**config.mk**
```make
export PLATFORM = sky130hd
export DESIGN_NAME = epoch_seconds_to_utc_date_flat
export DESIGN_NICKNAME = d
export VERILOG_FILES = /design/src/rtl/eputc_pkg.sv /design/src/rtl/eputc_channels.sv /design/src/rtl/epoch_seconds_to_utc_date.sv /design/src/rtl/eputc_step_unit.sv /design/src/flat_wrapper.sv
export SDC_FILE = /design/constraint.sdc
export NUM_CORES = 1
export LEC_CHECK = 0
export ABC_AREA = 1
export CAP_MARGIN = 20
export CORE_AREA = 5 5 153 155
export DETAILED_ROUTE_END_ITERATION = 8
export DIE_AREA = 0 0 158 160
export DONT_BUFFER_PORTS = 1
export PLACE_DENSITY = 0.51
export SETUP_SLACK_MARGIN = 0.4
export SKIP_LAST_GASP = 1
export SLEW_MARGIN = 20
export SYNTH_ARGS = -nofsm -noshare
export SYNTH_HDL_FRONTEND = slang
export SYNTH_SLANG_ARGS = --single-unit
```
**constraint.sdc**
```tcl
create_clock -name clock -period 8.7 [get_ports clock]
set_input_delay 2.61 -clock clock [delete_from_list [all_inputs] [get_ports clock]]
set_output_delay 2.61 -clock clock [all_outputs]
set_load 0.01 [all_outputs]
```
**src/rtl/eputc_pkg.sv**
```systemverilog
// Shared types, constants and month-length function for the epoch seconds to UTC date converter.
`default_nettype none

package eputc_pkg;

   // Datapath widths
   localparam int AccW = 17;   // remainder / running day count
   localparam int QuoW = 16;   // dividend shift-in and quotient bits
   localparam int StepW = 4;   // step counter, counts down to zero

   // Divisors and calendar constants
   localparam logic [AccW-1:0] SecPerDay  = 17'd86400;
   localparam logic [AccW-1:0] SecPerHour = 17'd3600;
   localparam logic [AccW-1:0] SecPerMin  = 17'd60;
   localparam logic [AccW-1:0] DaysPerWk  = 17'd7;
   localparam logic [AccW-1:0] DaysLeapYr = 17'd366;
   localparam logic [AccW-1:0] DaysComYr  = 17'd365;
   localparam logic [11:0]     BaseYear   = 12'd1970;
   localparam logic [6:0]      BaseMod100 = 7'd70;
   localparam logic [8:0]      BaseMod400 = 9'd370;
   localparam logic [3:0]      LastMonth  = 4'd11;
   localparam logic [3:0]      February   = 4'd1;

   // Result of one pass through the shared subtract unit
   typedef struct packed {
      logic            ge;     // minuend >= subtrahend
      logic [AccW-1:0] diff;   // difference, valid when ge
   } step_result_type;

   // Payload of one result transaction
   typedef struct packed {
      logic [5:0]  second_of_minute;
      logic [5:0]  minute_of_hour;
      logic [4:0]  hour_of_day;
      logic [2:0]  day_of_week;
      logic [11:0] calendar_year;
      logic [3:0]  month_index;
      logic [4:0]  day_of_month;
   } date_type;

   // Days in month m (0 = January), February follows the leap flag
   function automatic logic [4:0] days_in_month(input logic leap, input logic [3:0] m);
      logic [3:0] k;
      k = (m > 4'd6) ? m - 4'd1 : m;
      if (m == February) begin
         days_in_month = leap ? 5'd29 : 5'd28;
      end else begin
         days_in_month = k[0] ? 5'd30 : 5'd31;
      end
   endfunction

endpackage

`default_nettype wire

```
**src/rtl/eputc_channels.sv**
```systemverilog
// Valid/ready channel interfaces for request and response transactions.
`default_nettype none

interface eputc_req_if;
   logic        valid;
   logic        ready;
   logic [31:0] epoch_seconds;

   modport source (output valid, output epoch_seconds, input ready);
   modport sink   (input valid, input epoch_seconds, output ready);
endinterface

interface eputc_rsp_if;
   logic        valid;
   logic        ready;
   logic [5:0]  second_of_minute;
   logic [5:0]  minute_of_hour;
   logic [4:0]  hour_of_day;
   logic [2:0]  day_of_week;
   logic [11:0] calendar_year;
   logic [3:0]  month_index;
   logic [4:0]  day_of_month;

   modport source (output valid, output second_of_minute, output minute_of_hour,
                   output hour_of_day, output day_of_week, output calendar_year,
                   output month_index, output day_of_month, input ready);
   modport sink   (input valid, input second_of_minute, input minute_of_hour,
                   input hour_of_day, input day_of_week, input calendar_year,
                   input month_index, input day_of_month, output ready);
endinterface

`default_nettype wire

```
**src/rtl/epoch_seconds_to_utc_date.sv**
```systemverilog
// Top level of the epoch seconds to UTC calendar date converter.
`default_nettype none

// Converts a 32-bit count of seconds since 1970-01-01 00:00:00 UTC into second, minute,
// hour, weekday (0 Sunday), year, month (0 January) and day of month (from 1). All the
// arithmetic goes through one 18-bit subtract-and-compare unit run by a small sequencer.
// A transaction takes 41 restoring division steps (16 for days, 5 for hours, 6 for minutes,
// 14 for the weekday), then walks the years from 1970, one per cycle, then the months up to
// December, then posts the result once the output register is free and returns to idle,
// where the next request is taken. The request side is ready only while the sequencer
// is idle; a finished result sits in an output register, so a new request is taken while
// the previous response still waits.
module epoch_seconds_to_utc_date
   import eputc_pkg::*;
(
   input  wire logic    clock,
   input  wire logic    reset,
   eputc_req_if.sink    req_chan,
   eputc_rsp_if.source  rsp_chan
);

   // Sequencer states
   localparam logic [2:0] StIdle   = 3'd0;
   localparam logic [2:0] StDay    = 3'd1;
   localparam logic [2:0] StHour   = 3'd2;
   localparam logic [2:0] StMin    = 3'd3;
   localparam logic [2:0] StWday   = 3'd4;
   localparam logic [2:0] StYear   = 3'd5;
   localparam logic [2:0] StMonth  = 3'd6;
   localparam logic [2:0] StFinish = 3'd7;

   logic [2:0]      state_ff, state_in;
   logic [AccW-1:0] acc_ff, acc_in;
   logic [QuoW-1:0] quo_ff, quo_in;
   logic [StepW-1:0] step_ff, step_in;
   logic [15:0]     days_ff, days_in;
   logic [4:0]      hour_ff, hour_in;
   logic [5:0]      min_ff, min_in;
   logic [5:0]      sec_ff, sec_in;
   logic [2:0]      dow_ff, dow_in;
   logic [11:0]     year_ff, year_in;
   logic [6:0]      mod100_ff, mod100_in;
   logic [8:0]      mod400_ff, mod400_in;
   logic [3:0]      month_ff, month_in;
   date_type        out_ff, out_in;
   logic            rsp_valid_ff, rsp_valid_in;

   logic [AccW:0]   unit_a;
   logic [AccW-1:0] unit_b;
   step_result_type unit_res;
   logic [AccW-1:0] div_acc;
   logic [QuoW-1:0] div_quo;
   logic            leap;
   logic            div_phase;
   logic [15:0]     wsum;

   // Leap rule from the running year residues
   assign leap = (year_ff[1:0] == 2'b00) && ((mod100_ff != 7'd0) || (mod400_ff == 9'd0));

   // Operand select for the shared unit
   assign div_phase = (state_ff == StDay) || (state_ff == StHour) ||
                      (state_ff == StMin) || (state_ff == StWday);
   assign unit_a = div_phase ? {acc_ff, quo_ff[QuoW-1]} : {1'b0, acc_ff};

   always_comb begin
      case (state_ff)
         StDay:   unit_b = SecPerDay;
         StHour:  unit_b = SecPerHour;
         StMin:   unit_b = SecPerMin;
         StWday:  unit_b = DaysPerWk;
         StYear:  unit_b = leap ? DaysLeapYr : DaysComYr;
         StMonth: unit_b = {12'd0, days_in_month(leap, month_ff)};
         default: unit_b = SecPerDay;
      endcase
   end

   eputc_step_unit u_step (
      .minuend    (unit_a),
      .subtrahend (unit_b),
      .result     (unit_res)
   );

   // Restoring division step: keep the difference when it fits, shift in the quotient bit
   assign div_acc = unit_res.ge ? unit_res.diff : unit_a[AccW-1:0];
   assign div_quo = {quo_ff[QuoW-2:0], unit_res.ge};
   assign wsum    = days_ff + 16'd4;

   // Sequencer
   always_comb begin
      state_in     = state_ff;
      acc_in       = acc_ff;
      quo_in       = quo_ff;
      step_in      = step_ff;
      days_in      = days_ff;
      hour_in      = hour_ff;
      min_in       = min_ff;
      sec_in       = sec_ff;
      dow_in       = dow_ff;
      year_in      = year_ff;
      mod100_in    = mod100_ff;
      mod400_in    = mod400_ff;
      month_in     = month_ff;
      out_in       = out_ff;
      rsp_valid_in = rsp_valid_ff && !rsp_chan.ready;

      unique case (state_ff)
         StIdle: begin
            if (req_chan.valid) begin
               acc_in   = {1'b0, req_chan.epoch_seconds[31:16]};
               quo_in   = req_chan.epoch_seconds[15:0];
               step_in  = 4'd15;
               state_in = StDay;
            end
         end
         StDay: begin
            acc_in  = div_acc;
            quo_in  = div_quo;
            step_in = step_ff - 4'd1;
            if (step_ff == '0) begin
               // Day count done; time of day goes on to the hour division
               days_in  = div_quo;
               acc_in   = {5'd0, div_acc[16:5]};
               quo_in   = {div_acc[4:0], 11'd0};
               step_in  = 4'd4;
               state_in = StHour;
            end
         end
         StHour: begin
            acc_in  = div_acc;
            quo_in  = div_quo;
            step_in = step_ff - 4'd1;
            if (step_ff == '0) begin
               hour_in  = div_quo[4:0];
               acc_in   = {11'd0, div_acc[11:6]};
               quo_in   = {div_acc[5:0], 10'd0};
               step_in  = 4'd5;
               state_in = StMin;
            end
         end
         StMin: begin
            acc_in  = div_acc;
            quo_in  = div_quo;
            step_in = step_ff - 4'd1;
            if (step_ff == '0) begin
               // Weekday: (days + 4) mod 7, day zero was a Thursday
               min_in   = div_quo[5:0];
               sec_in   = div_acc[5:0];
               acc_in   = {15'd0, wsum[15:14]};
               quo_in   = {wsum[13:0], 2'd0};
               step_in  = 4'd13;
               state_in = StWday;
            end
         end
         StWday: begin
            acc_in  = div_acc;
            quo_in  = div_quo;
            step_in = step_ff - 4'd1;
            if (step_ff == '0) begin
               dow_in    = div_acc[2:0];
               acc_in    = {1'b0, days_ff};
               year_in   = BaseYear;
               mod100_in = BaseMod100;
               mod400_in = BaseMod400;
               state_in  = StYear;
            end
         end
         StYear: begin
            // Remove one whole year per cycle
            if (unit_res.ge) begin
               acc_in    = unit_res.diff;
               year_in   = year_ff + 12'd1;
               mod100_in = (mod100_ff == 7'd99) ? 7'd0 : mod100_ff + 7'd1;
               mod400_in = (mod400_ff == 9'd399) ? 9'd0 : mod400_ff + 9'd1;
            end else begin
               month_in = '0;
               state_in = StMonth;
            end
         end
         StMonth: begin
            // Remove one whole month per cycle, December at the latest
            if (unit_res.ge && (month_ff != LastMonth)) begin
               acc_in   = unit_res.diff;
               month_in = month_ff + 4'd1;
            end else begin
               state_in = StFinish;
            end
         end
         StFinish: begin
            if (!rsp_valid_ff || rsp_chan.ready) begin
               out_in.second_of_minute = sec_ff;
               out_in.minute_of_hour   = min_ff;
               out_in.hour_of_day      = hour_ff;
               out_in.day_of_week      = dow_ff;
               out_in.calendar_year    = year_ff;
               out_in.month_index      = month_ff;
               out_in.day_of_month     = acc_ff[4:0] + 5'd1;
               rsp_valid_in            = 1'b1;
               state_in                = StIdle;
            end
         end
         default: state_in = StIdle;
      endcase
   end

   // Control registers
   always_ff @(posedge clock) begin
      if (reset) begin
         state_ff     <= StIdle;
         rsp_valid_ff <= 1'b0;
      end else begin
         state_ff     <= state_in;
         rsp_valid_ff <= rsp_valid_in;
      end
   end

   // Datapath registers
   always_ff @(posedge clock) begin
      acc_ff    <= acc_in;
      quo_ff    <= quo_in;
      step_ff   <= step_in;
      days_ff   <= days_in;
      hour_ff   <= hour_in;
      min_ff    <= min_in;
      sec_ff    <= sec_in;
      dow_ff    <= dow_in;
      year_ff   <= year_in;
      mod100_ff <= mod100_in;
      mod400_ff <= mod400_in;
      month_ff  <= month_in;
      out_ff    <= out_in;
   end

   // Channel outputs
   assign req_chan.ready            = (state_ff == StIdle);
   assign rsp_chan.valid            = rsp_valid_ff;
   assign rsp_chan.second_of_minute = out_ff.second_of_minute;
   assign rsp_chan.minute_of_hour   = out_ff.minute_of_hour;
   assign rsp_chan.hour_of_day      = out_ff.hour_of_day;
   assign rsp_chan.day_of_week      = out_ff.day_of_week;
   assign rsp_chan.calendar_year    = out_ff.calendar_year;
   assign rsp_chan.month_index      = out_ff.month_index;
   assign rsp_chan.day_of_month     = out_ff.day_of_month;

endmodule

`default_nettype wire

```
**src/rtl/eputc_step_unit.sv**
```systemverilog
// Shared subtract-and-compare unit used for division steps and calendar walks.
`default_nettype none

module eputc_step_unit
   import eputc_pkg::*;
(
   input  wire logic [AccW:0]   minuend,
   input  wire logic [AccW-1:0] subtrahend,
   output step_result_type      result
);

   logic [AccW+1:0] wide_diff;

   // One extra bit catches the borrow
   assign wide_diff   = {1'b0, minuend} - {2'b00, subtrahend};
   assign result.ge   = ~wide_diff[AccW+1];
   assign result.diff = wide_diff[AccW-1:0];

endmodule

`default_nettype wire

```
**src/flat_wrapper.sv**
```systemverilog
// flat-port wrapper written by rule: the top's interface ports become plain ports
module epoch_seconds_to_utc_date_flat import eputc_pkg::*;
  (clock, reset, req_chan_valid, req_chan_epoch_seconds, req_chan_ready, rsp_chan_valid, rsp_chan_second_of_minute, rsp_chan_minute_of_hour, rsp_chan_hour_of_day, rsp_chan_day_of_week, rsp_chan_calendar_year, rsp_chan_month_index, rsp_chan_day_of_month, rsp_chan_ready);
  eputc_req_if req_chan_i ();
  eputc_rsp_if rsp_chan_i ();
  input  wire logic clock;
  input  wire logic reset;
  input wire logic [$bits(req_chan_i.valid)-1:0] req_chan_valid;
  input wire logic [$bits(req_chan_i.epoch_seconds)-1:0] req_chan_epoch_seconds;
  output wire logic [$bits(req_chan_i.ready)-1:0] req_chan_ready;
  output wire logic [$bits(rsp_chan_i.valid)-1:0] rsp_chan_valid;
  output wire logic [$bits(rsp_chan_i.second_of_minute)-1:0] rsp_chan_second_of_minute;
  output wire logic [$bits(rsp_chan_i.minute_of_hour)-1:0] rsp_chan_minute_of_hour;
  output wire logic [$bits(rsp_chan_i.hour_of_day)-1:0] rsp_chan_hour_of_day;
  output wire logic [$bits(rsp_chan_i.day_of_week)-1:0] rsp_chan_day_of_week;
  output wire logic [$bits(rsp_chan_i.calendar_year)-1:0] rsp_chan_calendar_year;
  output wire logic [$bits(rsp_chan_i.month_index)-1:0] rsp_chan_month_index;
  output wire logic [$bits(rsp_chan_i.day_of_month)-1:0] rsp_chan_day_of_month;
  input wire logic [$bits(rsp_chan_i.ready)-1:0] rsp_chan_ready;
  assign req_chan_i.valid = req_chan_valid;
  assign req_chan_i.epoch_seconds = req_chan_epoch_seconds;
  assign req_chan_ready = req_chan_i.ready;
  assign rsp_chan_valid = rsp_chan_i.valid;
  assign rsp_chan_second_of_minute = rsp_chan_i.second_of_minute;
  assign rsp_chan_minute_of_hour = rsp_chan_i.minute_of_hour;
  assign rsp_chan_hour_of_day = rsp_chan_i.hour_of_day;
  assign rsp_chan_day_of_week = rsp_chan_i.day_of_week;
  assign rsp_chan_calendar_year = rsp_chan_i.calendar_year;
  assign rsp_chan_month_index = rsp_chan_i.month_index;
  assign rsp_chan_day_of_month = rsp_chan_i.day_of_month;
  assign rsp_chan_i.ready = rsp_chan_ready;
  epoch_seconds_to_utc_date u_core (.clock(clock), .reset(reset), .req_chan(req_chan_i), .rsp_chan(rsp_chan_i));
endmodule
```
---- Word level (Yosys, flattened, before mapping) ----
Index checks and enable logic that the tools add are counted.
storage, ports and cells
  register bits after elaboration ......... 150
  bits in latches ......................... 0
  memory bits (writable) .................. 0
  memory bits (read-only) ................. 0
  output and inout bits ................... 43
  logic and storage cells ................. 133
  memories ................................ 0
operators by class
  add/sub/neg operators ................... 9
  multiply operators ...................... 0
  divide/modulo/power cells ............... 0
  magnitude comparators ................... 1
  equal/unequal tests ..................... 21
  shift operators ......................... 0
  multiplexer cells ....................... 51
  bitwise gates (word level) .............. 1
  reduce and logical (&&, ||, !) cells .... 29
operators with widths
  cell                                                             count
  17-bit 2-to-1 mux                                                8
  17-bit one-hot mux with 7 select lines                           1
  17-bit one-hot mux with 5 select lines                           1
  16-bit one-hot mux with 5 select lines                           1
  16-bit 2-to-1 mux                                                4
  9-bit 2-to-1 mux                                                 3
  12-bit 2-to-1 mux                                                2
  3-bit 2-to-1 mux                                                 8
  4-bit 2-to-1 mux                                                 6
  12-bit one-hot mux with 2 select lines                           1
  3-bit one-hot mux with 8 select lines                            1
  7-bit 2-to-1 mux                                                 3
  4-bit one-hot mux with 5 select lines                            1
  18-bit by 17-bit subtractor with 19-bit output                   1
  18-bit 2-to-1 mux                                                1
  9-bit one-hot mux with 2 select lines                            1
  16-bit by 3-bit adder with 16-bit output, second input constant  1
  2-bit inequality test, second input constant                     8
  7-bit one-hot mux with 2 select lines                            1
  7-bit nonzero test                                               2
  12-bit by 1-bit adder with 12-bit output, second input constant  1
  3-bit equality test, second input constant                       4
  2-bit AND reduction                                              6
  9-bit by 1-bit adder with 9-bit output, second input constant    1
  other kinds (30)                                                 45

---- Longest topological paths before layout ----
Gate-level depths: netlist of the first run.
  depth after elaboration ................. 11
  gate-level depth with buffers ........... 26

---- Modules after synthesis ----
Synthesis of the first run repeated with hierarchy kept, for this count alone.
second synthesis, totals
  cells, all modules ...................... 1111
  area total of the unflattened synthesis .. 9100.0 µm²
by module, submodules not included
  module                     times used  cells an instance  area each (µm²)  seq. area each (µm²)
  epoch_seconds_to_utc_date  1           882                7990.2           4464.3
  eputc_step_unit            1           229                1109.8           0.0

---- Worst setup path before layout of the first run ----
No wires, ideal clock.
  path type ............................... reg-to-reg
  start point ............................. reg u_core.state_ff[2]
  end point ............................... reg u_core.mod100_ff[0] (enable)
  data arrival time ....................... 4.385 ns
  required time ........................... 8.248 ns
  setup slack ............................. 3.863 ns
  stages on the path, launching flop included .. 19
  clock period less this slack ............ 4.837 ns
  path through ............................ dfxtp_1 -> buf_4 -> inv_2 -> nor2_1 -> inv_1 -> clkbuf_1 -> nand2_1 -> inv_1 -> ha_1 -> nand2_1 -> inv_1 -> nand2_1 -> nor2_1 -> nand2_1 -> nand3_1 -> nand3_2 -> nand2_4 -> inv_2 -> o21ai_0
between the ends
  word-level cells in the longest chain between the ends .. 8
RTL lines
  item                                                                                                                     RTL line                                                          source
  from (decl)                                                                                                              epoch_seconds_to_utc_date.sv:32                                   logic [2:0] state_ff, state_in;
  from (signal assigned)                                                                                                   epoch_seconds_to_utc_date.sv:208                                  state_ff <= StIdle;
  from (signal assigned)                                                                                                   epoch_seconds_to_utc_date.sv:211                                  state_ff <= state_in;
  3-bit by 1-bit equality test with 1-bit output / 3-bit by 2-bit equality test with 1-bit output (equally long branches)  epoch_seconds_to_utc_date.sv:61, epoch_seconds_to_utc_date.sv:66
  1-bit logical OR (2 in series)                                                                                           epoch_seconds_to_utc_date.sv:61                                   assign div_phase = (state_ff == StDay) || (state_ff == StHour) ||
  1-bit logical OR                                                                                                         epoch_seconds_to_utc_date.sv:62                                   (state_ff == StMin) || (state_ff == StWday);
  18-bit 2-to-1 mux                                                                                                        epoch_seconds_to_utc_date.sv:63                                   assign unit_a = div_phase ? {acc_ff, quo_ff[QuoW-1]} : {1'b0, acc_ff};
  18-bit by 17-bit subtractor with 19-bit output                                                                           eputc_step_unit.sv:15                                             assign wide_diff = {1'b0, minuend} - {2'b00, subtrahend};
  2-bit inequality test (no line)                                                                                          n/a
  3-bit AND reduction (no line) *                                                                                          n/a
  to (signal assigned)                                                                                                     epoch_seconds_to_utc_date.sv:227                                  mod100_ff <= mod100_in;
  to (decl)                                                                                                                epoch_seconds_to_utc_date.sv:42                                   logic [6:0] mod100_ff, mod100_in;
Mark *: on every way between the ends. The rest lies on a longest branch, timed or not.
A chain may end at the register's enable or synchronous reset.

---- Worst setup path in the final report of the first run ----
  start point ............................. reg u_core.state_ff[2]
  end point ............................... reg u_core.mod400_ff[7] (enable)
between the ends
  word-level cells in the longest chain between the ends .. 8
RTL lines
  item                                                                                                                     RTL line                                                          source
  3-bit by 1-bit equality test with 1-bit output / 3-bit by 2-bit equality test with 1-bit output (equally long branches)  epoch_seconds_to_utc_date.sv:61, epoch_seconds_to_utc_date.sv:66
  1-bit logical OR (2 in series)                                                                                           epoch_seconds_to_utc_date.sv:61
  1-bit logical OR                                                                                                         epoch_seconds_to_utc_date.sv:62
  18-bit 2-to-1 mux                                                                                                        epoch_seconds_to_utc_date.sv:63
  18-bit by 17-bit subtractor with 19-bit output                                                                           eputc_step_unit.sv:15
  2-bit inequality test (no line)                                                                                          n/a
  3-bit AND reduction (no line) *                                                                                          n/a
  to (signal assigned)                                                                                                     epoch_seconds_to_utc_date.sv:228                                  mod400_ff <= mod400_in;
  to (decl)                                                                                                                epoch_seconds_to_utc_date.sv:43                                   logic [8:0] mod400_ff, mod400_in;
Marked as above.

==> results of run 1 <==
[Yosys cell counts, types with 5 or more instances]
master / instances / share of area (%)
edfxtp_1: 146 / 51
nand3b_1: 7 / 0.61
a31oi_1: 10 / 0.73
xor2_1: 14 / 1.4
xnor2_1: 6 / 0.61
inv_1: 105 / 4.6
ha_1: 27 / 3.9
o211ai_1: 7 / 0.61
clkbuf_1: 16 / 0.70
nand2_2: 5 / 0.36
o21ai_1: 6 / 0.35
nand3_1: 122 / 7.1
or2_2: 15 / 1.1
o21ai_0: 37 / 2.2
nor3_1: 12 / 0.70
a21oi_1: 53 / 3.1
nand4_1: 14 / 1.0
nor2_1: 87 / 3.8
nand2_1: 233 / 10
[flip-flops by register name, summed over array words and instances, names as in the netlist, 5 cells and up]
name / flops
u_core.acc_ff: 17
u_core.days_ff: 16
u_core.hour_ff: 5
u_core.min_ff: 6
u_core.mod100_ff: 7
u_core.mod400_ff: 9
u_core.quo_ff: 16
u_core.rsp_chan.calendar_year: 12
u_core.rsp_chan.day_of_month: 5
u_core.rsp_chan.hour_of_day: 5
u_core.rsp_chan.minute_of_hour: 6
u_core.rsp_chan.second_of_minute: 6
u_core.sec_ff: 6
u_core.year_ff: 12
[power groups by stage]
stage	combinational [mW]	clock, mW	sequential (mW)
3_3_place_gp	2.21	0	1.13
6_report	2.23	0.756	1.11
5_1_grt	2.50	0.803	1.12
3_5_place_dp	2.19	0	1.13
4_1_cts	2.21	0.773	1.11
2_1_floorplan	1.65	0	1.08
[logic make-up (layout without fill, tap and decap cells)]
kind of cell | count (synthesis) | in the layout | synth area share, %
AO/OA/AOI/OAI | 136 | 136 | 9.08
flip-flops | 150 | 150 | 51.9
XOR/XNOR | 20 | 20 | 2.04
buffers and inverters | 136 | 157 | 6.28
AND/OR/NAND/NOR | 513 | 513 | 26.6
adder cells (fa/ha/maj) | 28 | 28 | 4.16
[routing by layer]
metal  up-vias  GRT usage, %
li1       3400             -
met1      3155          25.8
met2       185          29.5
met3        19          4.11
met4         0          5.47
met5         -             0
[worst max-delay path by stage]
stage / start / to / depth (start not counted)
2_1_floorplan: u_core.state_ff[2]$_SDFFE_PP0P_ / u_core.mod100_ff[0]$_SDFFCE_PP0P_ / 18
3_3_place_gp: u_core.state_ff[2]$_SDFFE_PP0P_ / u_core.mod100_ff[4]$_SDFFCE_PP0P_ / 18
3_5_place_dp: u_core.state_ff[2]$_SDFFE_PP0P_ / u_core.mod100_ff[4]$_SDFFCE_PP0P_ / 18
4_1_cts: u_core.state_ff[2]$_SDFFE_PP0P_ / u_core.mod400_ff[1]$_SDFFCE_PN1P_ / 18
5_1_grt: u_core.state_ff[2]$_SDFFE_PP0P_ / u_core.mod400_ff[1]$_SDFFCE_PN1P_ / 18
6_report: u_core.state_ff[2]$_SDFFE_PP0P_ / u_core.mod400_ff[7]$_SDFFCE_PP0P_ / 18
[cell type report]
| cell class | count | area, um^2 |
|---|---|---|
| Fill cell | 2118 | 12100 |
| Sequential cell | 150 | 4460 |
| Multi-Input combinational cell | 697 | 3610 |
| Clock buffer | 17 | 425 |
| Inverter | 110 | 413 |
| Tap cell | 280 | 350 |
| Clock inverter | 15 | 185 |
| Timing Repair Buffer | 15 | 113 |
==> impl_metrics.csv, run 1 <==
group,metric,value,unit
power_and_ir_drop,intPower,2.10,mW
route,vias,6759,
critical_path,worstPathCellList,"inv_2 > o21ai_2 > nand2_2 > buf_4 > inv_2 > or2_0 > o21a_1 > inv_1 > ha_1 > fa_1 > inv_1 > nand2_1 > nand3_1 > nand3_2 > nand2_4 > inv_2 > o21ai_2 > buf_4",
yosys,yosys_register_bits,150,
cts,cts_buffers,17,
timing,period_needed,4650,ps
place,gp_congestion,0.863,
timing,clock_skew,21.6,ps
global_routing,grt_max_degree,42,
critical_path,cpMaxStageDelayCell,"dfxtp_1",
power_and_ir_drop,p_seq_share,27.2,%
route,drc,0,
global_routing,grt_pass1_vias,6513,
critical_path,timing.rr.end,"u_core.mod400_ff[7]$_SDFFCE_PP0P_",
cts,clock_latency,440,ps
cts,cts.clk_slew.worst_paths,70,ps
die,design.die.area,25300,um^2
worst_hold_path,hp-start,"u_core.dow_ff[2]$_DFFE_PP_",
status,status,"completed",
yosys,ys_seq_area_share,51.9,%
route,vias_per_cell,5.26,
route,wire_per_inst,18.5,um
critical_path,critical_path_class,"reg -> reg",
final_layout,postLayoutCellArea,9560,um^2
timing,max_freq,215,MHz
critical_path,endpoint_kind,"register",
yosys,syn-instance-count,983,
cts,post_cts_buffers,0,
yosys,yosysWarnings,0,
route,dr.pass1.iters,5,
yosys,synthArstFlopShare,0,%
timing,setup_viol,0,
power_and_ir_drop,power_switching,2.00,mW
worst_hold_path,hold_path_class,"reg -> reg",
critical_path,slowest_delay,550,ps
place,dpl.cell_count,1252,
final_layout,antenna_cells,0,
worst_hold_path,min_to,"u_core.rsp_chan.day_of_week[2]$_DFFE_PP_",
final_layout,layout.nets,1055,
timing,rsz0062_at_grt,"no",
yosys,postSynthAreaPerCell,8.75,um^2
critical_path,cp_top_family,"buffers and inverters",
route,wl_met2,11100,um
critical_path,r2r_start,"u_core.state_ff[2]$_SDFFE_PP0P_",
die,row_count,54,
flow_run,cap_violations,0,
power_and_ir_drop,power_frac_comb,54.4,%
die,coreArea,21700,um^2
critical_path,crit_required,8780,ps
cts,cts-resized-gates,0,
route,maxUsedRoutingLayer,"met4",
global_routing,overflow,0,
critical_path,reg2reg_depth,18,
timing,setup_ws,4050,ps
cts,cts-root-buf,"clkbuf_16",
global_routing,grt_antenna_before_repair,0,
critical_path,r2r_slack,4050,ps
place,post-place-ws,4120,ps
final_layout,mostFrequentLayoutCells,"233 x nand2_1, 146 x edfxtp_1, 122 x nand3_1",
die,die_w,158,um
cts,holdBufCountCts,0,
die,io_pins,79,
route,dr.first_iter.drc_count,397,
power_and_ir_drop,finalPower,4.10,mW
worst_hold_path,whs_path_depth,0,
place,hpwl,17700,um
power_and_ir_drop,ir_worst_vdd,203,uV
power_and_ir_drop,p_leak,3.89,nW
timing,report.final.slew_viol_count,0,
final_layout,synthToLayoutAreaGrowth,11.1,%
place,placed_cell_area,8950,um^2
power_and_ir_drop,clkPwrFrac,18.5,%
final_layout,final_common_cell,"nand2_1",
final_layout,drive_above_1_share,8.67,%
critical_path,path_buf_inv,7,
route,drt-met1-wl,10900,um
yosys,synth_edf_count,146,
power_and_ir_drop,p_per_area,429,nW/um^2
yosys,ys.flop_type,"edfxtp_1",
critical_path,cp_common_cell,"inv_2",
yosys,syn_area,8600,um^2
route,ant_nets,0,
cts,cts_tree,"yes",
critical_path,startpoint_type,"register",
timing,period_share,53.4,%
cts,h-tree-depth,4,
power_and_ir_drop,swShare,48.8,%
timing,finalHoldViolCount,0,
route,met3WireLength,1270,um
yosys,synth_cell_types,51,
die,initial_core_util,39.7,%
critical_path,path_max_fanout,38,
timing,worst_hold_slack,420,ps
timing,setup_tns,0,ps
place,io_buffer_count,0,
timing,tightest_slew,620,ps
route,drt_wl_total,23700,um
cts,clock_path_buffers,2,
yosys,synth_nets,1047,
die,die_y,160,um
timing,slew_headroom,58.3,%
global_routing,grt_pass1_wl,36400,um
global_routing,grtUsageTotal,18.7,%
cts,clock-sinks,150,
final_layout,fin_util,44.1,%
critical_path,arrival,4730,ps
final_layout,finalNonFillerCells,1284,
Note: power is estimated with default switching activity, not from simulation.
==> run 2: changes to the inputs <==
Settings changed: ABC_AREA 1 to 0, PLACE_DENSITY 0.51 to 0.53.
Clock period 8.7 ns to 4.27 ns, I/O delays scaled along.
==> run 2 against run 1 <==
Clock power up 98%. Highest routed layer unchanged. Critical path depth down 1. Total power up 150%. First-iteration DRC count up 87%. Combinational power rose to 2.9 times the previous value. Critical endpoint is now u_core.acc_ff[4]$_DFFE_PP_. Global-route usage up 1.8 points. Design area up 12%. Largest power group unchanged. Clock skew down 7.3 ps. Register-to-register slack worse by 3800 ps. Maximum frequency up 15%.
==> impl_metrics.csv, run 2 <==
group,metric,value,unit
status,status,"completed",
global_routing,grt_max_degree,43,
die,initial_core_util,39.7,%
final_layout,fill_cells,1902,
yosys,synth_nets,889,
critical_path,crit_required,4410,ps
cts,clock-sinks,150,
timing,setup_tns,0,ps
yosys,synthMuxAreaShare,2.34,%
final_layout,final_common_cell,"edfxtp_1",
critical_path,endpoint_kind,"register",
timing,period_needed,4040,ps
timing,clock_skew,14.4,ps
route,wire_per_inst,22.2,um
final_layout,largest-register,"u_core.acc_ff",
yosys,synth_top_area_cell,"edfxtp_1",
cts,clock_path_buffers,2,
worst_hold_path,hp-start,"u_core.min_ff[2]$_DFFE_PP_",
critical_path,r2r_slack,230,ps
final_layout,layout.nets,969,
yosys,synth_common_cells,"146 x edfxtp_1, 101 x nand2_1, 74 x nor2_1",
timing,tightest_slew,1130,ps
die,die_w,158,um
timing,setup_ws,233,ps
timing,max_freq,248,MHz
yosys,synth_edf_count,146,
route,ant_nets,0,
global_routing,grt_use_met2,32.4,%
timing,report.final.slew_viol_count,0,
cts,cts-root-buf,"clkbuf_16",
power_and_ir_drop,p_leak,3.85,nW
global_routing,grt_pass1_vias,6894,
yosys,synth_top_family_by_area,"compound AO/OA/AOI/OAI gates",
yosys,synth_compound_area_share,17.4,%
worst_hold_path,hold_path_class,"reg -> reg",
yosys,ys.flop_type,"edfxtp_1",
route,vias,7142,
yosys,syn-instance-count,825,
yosys,synthAdderAreaFrac,4.16,%
final_layout,synthToLayoutAreaGrowth,24.1,%
final_layout,finalNonFillerCells,1200,
critical_path,startpoint_type,"register",
yosys,synth.most_common_cell,"edfxtp_1",
critical_path,path_max_fanout,5,
yosys,synthArstFlopShare,0,%
place,dpl.cell_count,1134,
place,io_buffer_count,0,
cts,h-tree-depth,4,
final_layout,drive_above_1_share,24.4,%
power_and_ir_drop,p_per_area,952,nW/um^2
final_layout,largest_register_ffs,17,
global_routing,use_met3,5.06,%
die,row_count,54,
critical_path,timing.rr.end,"u_core.acc_ff[4]$_DFFE_PP_",
global_routing,busiest_layer,"met2",
critical_path,critical_path_class,"reg -> reg",
place,gp_congestion,0.975,
timing,worst_hold_slack,421,ps
cts,cts.clk_slew.worst_paths,70,ps
yosys,synth.area.top_cells,"edfxtp_1 51%, nand2_1 4.4%, ha_1 3.9%",
route,dr.pass1.iters,6,
critical_path,reg2reg_depth,17,
place,post-place-ws,31.9,ps
timing,setup_viol,0,
route,drc,0,
cts,cts_buffers,17,
global_routing,grtUsageTotal,20.5,%
yosys,yosys_register_bits,150,
global_routing,grt.met1_usage,27.2,%
critical_path,arrival,4180,ps
die,die_y,160,um
route,dr.first_iter.drc_count,742,
timing,rsz0062_at_grt,"yes",
final_layout,mostFrequentLayoutCells,"146 x edfxtp_1, 99 x nand2_1, 87 x buf_4",
die,coreArea,21700,um^2
die,io_pins,79,
timing,period_share,94.5,%
yosys,yosysWarnings,0,
worst_hold_path,min_to,"u_core.rsp_chan.minute_of_hour[2]$_DFFE_PP_",
worst_hold_path,whs_path_depth,0,
yosys,synth_top_area_share,50.9,%
place,hpwl,19500,um
cts,clock_latency,430,ps
final_layout,multi_input_area,4290,um^2
flow_run,cap_violations,0,
timing,finalHoldViolCount,0,
yosys,ys_seq_area_share,51.9,%
final_layout,reg.largest.list,"u_core.acc_ff (17), u_core.days_ff (16), u_core.quo_ff (16)",
yosys,yosys.area_share.simple,15.4,%
yosys,synth_xor_area_share,5.29,%
global_routing,overflow,0,
final_layout,fin_util,49.2,%
die,design.die.area,25300,um^2
cts,cts_tree,"yes",
route,drt_wl_total,26700,um
global_routing,grt_antenna_before_repair,2,
yosys,synth_cell_types,75,
yosys,postSynthAreaPerCell,10.4,um^2
power_and_ir_drop,ir_worst_vdd,572,uV
yosys,syn_area,8610,um^2
cts,holdBufCountCts,0,
route,vias_per_cell,5.95,
global_routing,grt_pass1_wl,39900,um
timing,slew_headroom,24.1,%
critical_path,r2r_start,"u_core.mod100_ff[4]$_SDFFCE_PP0P_",
final_layout,layout.area.seq,4460,um^2
==> run 2: kinds of logic after synthesis <==
logic type / after synthesis
and+or+nand+nor: 286
buffers and inverters: 69
xor gates and xnor gates: 52
adders and majority gates: 28
muxes: 18
AOI/OAI and AO/OA: 222
DFF: 150
==> run 2: final cells by class <==
type	count	area share (%)
multi-input combinational	606	40.2
timing repair buffer	101	7.92
antenna	2	0.0469
clock inverter	15	1.64
sequential	150	41.8
tap	280	3.28
inverter	29	1.14
clock buffer	17	3.98
==> run 2: critical path, cell delays in order, from the launching register on <==
cell and delay [ps]:
edfxtp_1 460, nor3_1 350, nand3_2 130, nand2_1 120, a211oi_2 70, nor2_1 160, nor2_1 70, ha_2 200
fa_2 370, nor2b_4 150, o31ai_4 90, a211o_1 290, a211o_1 290, and2_4 190, inv_4 60, mux2_4 320
a221oi_2 270, o221ai_1 160
==> run 2: per-stage QoR <==
step           total power, mW  area [um^2]
6_report                  10.2        10700
3_3_place_gp              7.27         9410
5_1_grt                   10.7        10700
3_5_place_dp              7.28         9420
2_1_floorplan             5.57         8730
4_1_cts                   9.04        10200
==> run 2: worst max-delay path by stage <==
stage                                                 start                           endpoint  slack (ps)  cells after the start
final                     u_core.mod100_ff[4]$_SDFFCE_PP0P_         u_core.acc_ff[4]$_DFFE_PP_         230                     17
after global routing       u_core.month_ff[0]$_SDFFCE_PN0P_         u_core.acc_ff[4]$_DFFE_PP_          60                     20
after CTS                  u_core.month_ff[0]$_SDFFCE_PN0P_         u_core.acc_ff[1]$_DFFE_PP_         350                     20
after detailed placement  u_core.mod100_ff[0]$_SDFFCE_PP0P_         u_core.acc_ff[0]$_DFFE_PP_          30                     20
after global placement     u_core.month_ff[0]$_SDFFCE_PN0P_         u_core.acc_ff[0]$_DFFE_PP_         120                     21
after floorplan             u_core.state_ff[1]$_SDFFE_PP0P_  u_core.mod100_ff[0]$_SDFFCE_PP0P_         100                     19
==> run 2: timing repair <==
action,CTS,global route
gates resized for setup,18,75
pin swaps,11,33
setup buffers,9,22
endpoints found under the setup margin,77,79
==> run 2: report_power, final <==
part | leakage [nW] | total [mW] | switching (mW) | internal, mW
Combinational | 2.17 | 6.45 | 3.65 | 2.80
Clock | 0.289 | 1.50 | 0.708 | 0.789
Sequential | 1.38 | 2.22 | 0.209 | 2.02
Total | 3.85 | 10.2 | 4.56 | 5.60
==> run 2: metal layers <==
layer  share of wire [%]  vias to the layer above
li1                    -                     3271
met1                  41                     3443
met2                  48                      369
met3                 8.5                       59
met4                 2.9                        0
met5                   0                        -
==> run 3: changes to the inputs <==
Settings changed: ABC_AREA 0 to default, CORE_AREA 5 5 153 155 to 5 5 140 169, DIE_AREA 0 0 158 160 to 0 0 145 174.
==> run 3 against run 2 <==
The run now ends with design-rule violations left. Sequential cell count is the same. Global-route usage grew 0.74 points. Critical path depth is 2 lower. Largest power group unchanged. Cell count did not move. Combinational power is 2% lower. Critical path type unchanged. Count of clock-buffer cells in the layout is the same. Clock skew grew 5.7 ps. Via count is 0.13% higher. Die area is 0.20% lower. Register-to-register slack improved by 70 ps.
==> impl_metrics.csv, run 3 (synthesis results as in run 2) <==
group,metric,value,unit
critical_path,cp-endpoint,"u_core.acc_ff[3]$_DFFE_PP_",
global_routing,grt_pass1_wl,41600,um
global_routing,grt_antenna_before_repair,0,
critical_path,cpMaxStageDelayCell,"or3_4",
cts,clock_path_buffers,2,
power_and_ir_drop,p_per_area,947,nW/um^2
final_layout,final_common_cell,"edfxtp_1",
global_routing,grtUsageTotal,21.2,%
critical_path,r2r_slack,300,ps
power_and_ir_drop,clkPwrFrac,15.4,%
timing,period_needed,3970,ps
critical_path,timing.rr.end,"u_core.acc_ff[3]$_DFFE_PP_",
route,dr.first_iter.drc_count,602,
route,drt_wl_total,27900,um
route,drc,2,
route,dr.pass1.iters,7,
timing,max_freq,252,MHz
status,status,"finished with violations",
route,ant_nets,0,
timing,tightest_slew,967,ps
die,row_count,60,
final_layout,antenna_cells,0,
final_layout,largest_register_ffs,17,
global_routing,grt_max_degree,43,
power_and_ir_drop,swShare,45.4,%
place,post-place-ws,-57.7,ps
power_and_ir_drop,finalPower,10.1,mW
die,initial_core_util,39.1,%
timing,setup_viol,0,
final_layout,largest-register,"u_core.acc_ff",
critical_path,worstPathCellList,"or3_4 > nand2_2 > mux2i_1 > inv_1 > ha_1 > nor2b_4 > o31ai_4 > a211o_1 > a211o_1 > and2_4 > buf_4 > buf_6 > o21ai_4 > o221ai_1 > o211ai_1",
place,dpl.cell_count,1139,
critical_path,cp.depth,15,
die,io_pins,79,
place,placed_cell_area,9450,um^2
timing,setup_ws,301,ps
power_and_ir_drop,p_seq_share,22.0,%
power_and_ir_drop,ir_worst_vdd,538,uV
critical_path,crit_required,4520,ps
place,hpwl,20200,um
critical_path,startpoint,"u_core.state_ff[0]$_SDFFE_PP0P_",
die,design.die.area,25200,um^2
critical_path,arrival,4220,ps
critical_path,path_buf_inv,3,
global_routing,grt_pass1_vias,6989,
critical_path,startpoint_type,"register",
cts,h-tree-depth,4,
worst_hold_path,hold_path_class,"reg -> reg",
cts,cts_tree,"yes",
timing,rsz0062_at_grt,"yes",
power_and_ir_drop,power_frac_comb,62.6,%
final_layout,layout.nets,972,
critical_path,critical_path_class,"reg -> reg",
flow_run,cap_violations,0,
critical_path,cp_common_cell,"a211o_1",
final_layout,reg.largest.list,"u_core.acc_ff (17), u_core.days_ff (16), u_core.quo_ff (16)",
critical_path,reg2reg_depth,15,
timing,finalHoldViolCount,0,
final_layout,mostFrequentLayoutCells,"146 x edfxtp_1, 100 x nand2_1, 90 x buf_4",
critical_path,slowest_delay,420,ps
timing,worst_hold_slack,422,ps
route,vias_per_cell,5.96,
cts,cts_buffers,17,
power_and_ir_drop,intPower,5.51,mW
timing,report.final.slew_viol_count,0,
route,wire_per_inst,23.2,um
power_and_ir_drop,power_switching,4.59,mW
timing,period_share,93.0,%
place,gp_congestion,0.955,
place,io_buffer_count,0,
final_layout,synthToLayoutAreaGrowth,23.9,%
die,die_w,145,um
timing,clock_skew,20.0,ps
cts,clock-sinks,150,
final_layout,postLayoutCellArea,10700,um^2
critical_path,path_max_fanout,7,
critical_path,endpoint_kind,"register",
global_routing,overflow,0,
die,die_y,174,um
critical_path,r2r_start,"u_core.state_ff[0]$_SDFFE_PP0P_",
status,violations,"design-rule violations",
cts,clock_latency,450,ps
power_and_ir_drop,p_leak,3.88,nW
route,vias,7151,
critical_path,cp_top_family,"compound AO/OA/AOI/OAI gates",
final_layout,drive_above_1_share,23.8,%
cts,cts-root-buf,"clkbuf_16",
final_layout,finalNonFillerCells,1200,
timing,slew_headroom,35.5,%
die,coreArea,22000,um^2
cts,cts.clk_slew.worst_paths,70,ps
[run 3: area by class of cell]
| type | count | area, um^2 |
|---|---|---|
| flip-flops and latches | 150 | 4470 |
| clock inverters | 15 | 196 |
| clock buffers | 17 | 425 |
| inverters | 29 | 121 |
| well taps | 279 | 349 |
| repair buffers | 104 | 900 |
| multi-input cells | 606 | 4210 |
| fillers | 2013 | 11300 |
[run 3: layer usage]
layer | GRT usage, % | up-vias | part of all wire, %
met5 | 0 | - | 0
met2 | 36.3 | 285 | 51
li1 | - | 3272 | -
met3 | 4.30 | 78 | 6.0
met4 | 9.50 | 0 | 3.8
met1 | 25.8 | 3516 | 40
[run 3: how the worst min path moves through the flow]
stage                                                             end                        from  cells past startpoint
after global placement    u_core.rsp_chan.minute_of_hour[2]$_DFFE_PP_  u_core.min_ff[2]$_DFFE_PP_                      0
final                     u_core.rsp_chan.minute_of_hour[2]$_DFFE_PP_  u_core.min_ff[2]$_DFFE_PP_                      0
after CTS                 u_core.rsp_chan.minute_of_hour[5]$_DFFE_PP_  u_core.min_ff[5]$_DFFE_PP_                      0
after global routing         u_core.rsp_chan.day_of_week[0]$_DFFE_PP_  u_core.dow_ff[0]$_DFFE_PP_                      0
after floorplan              u_core.rsp_chan.day_of_week[0]$_DFFE_PP_  u_core.dow_ff[0]$_DFFE_PP_                      0
after detailed placement  u_core.rsp_chan.minute_of_hour[5]$_DFFE_PP_  u_core.min_ff[5]$_DFFE_PP_                      0
[run 3: per-stage QoR]
stage | util [%] | setup TNS (ps)
detailed placement | 42.9 | -93.0
floorplan | - | 0
global route | 48.5 | 0
finish | 48.5 | 0
global placement | 42.9 | 0
CTS | 47.1 | 0
[run 3: power by group through the flow]
stage                     Clock (mW)  Sequential (mW)  Combinational (mW)
after floorplan                    0             2.14                3.42
after global placement             0             2.24                5.13
after detailed placement           0             2.24                5.19
after CTS                       1.59             2.21                5.65
after global routing            1.65             2.24                6.71
final                           1.56             2.22                6.33
[run 3: timing repair]
| item | CTS | global route |
|---|---|---|
| buffers inserted | 12 | 14 |
| gates cloned | 0 | 3 |
| hold buffers | 0 | 0 |
| gates resized for setup | 42 | 30 |
| pin swaps | 22 | 11 |
| setup endpoints to repair | 82 | 78 |
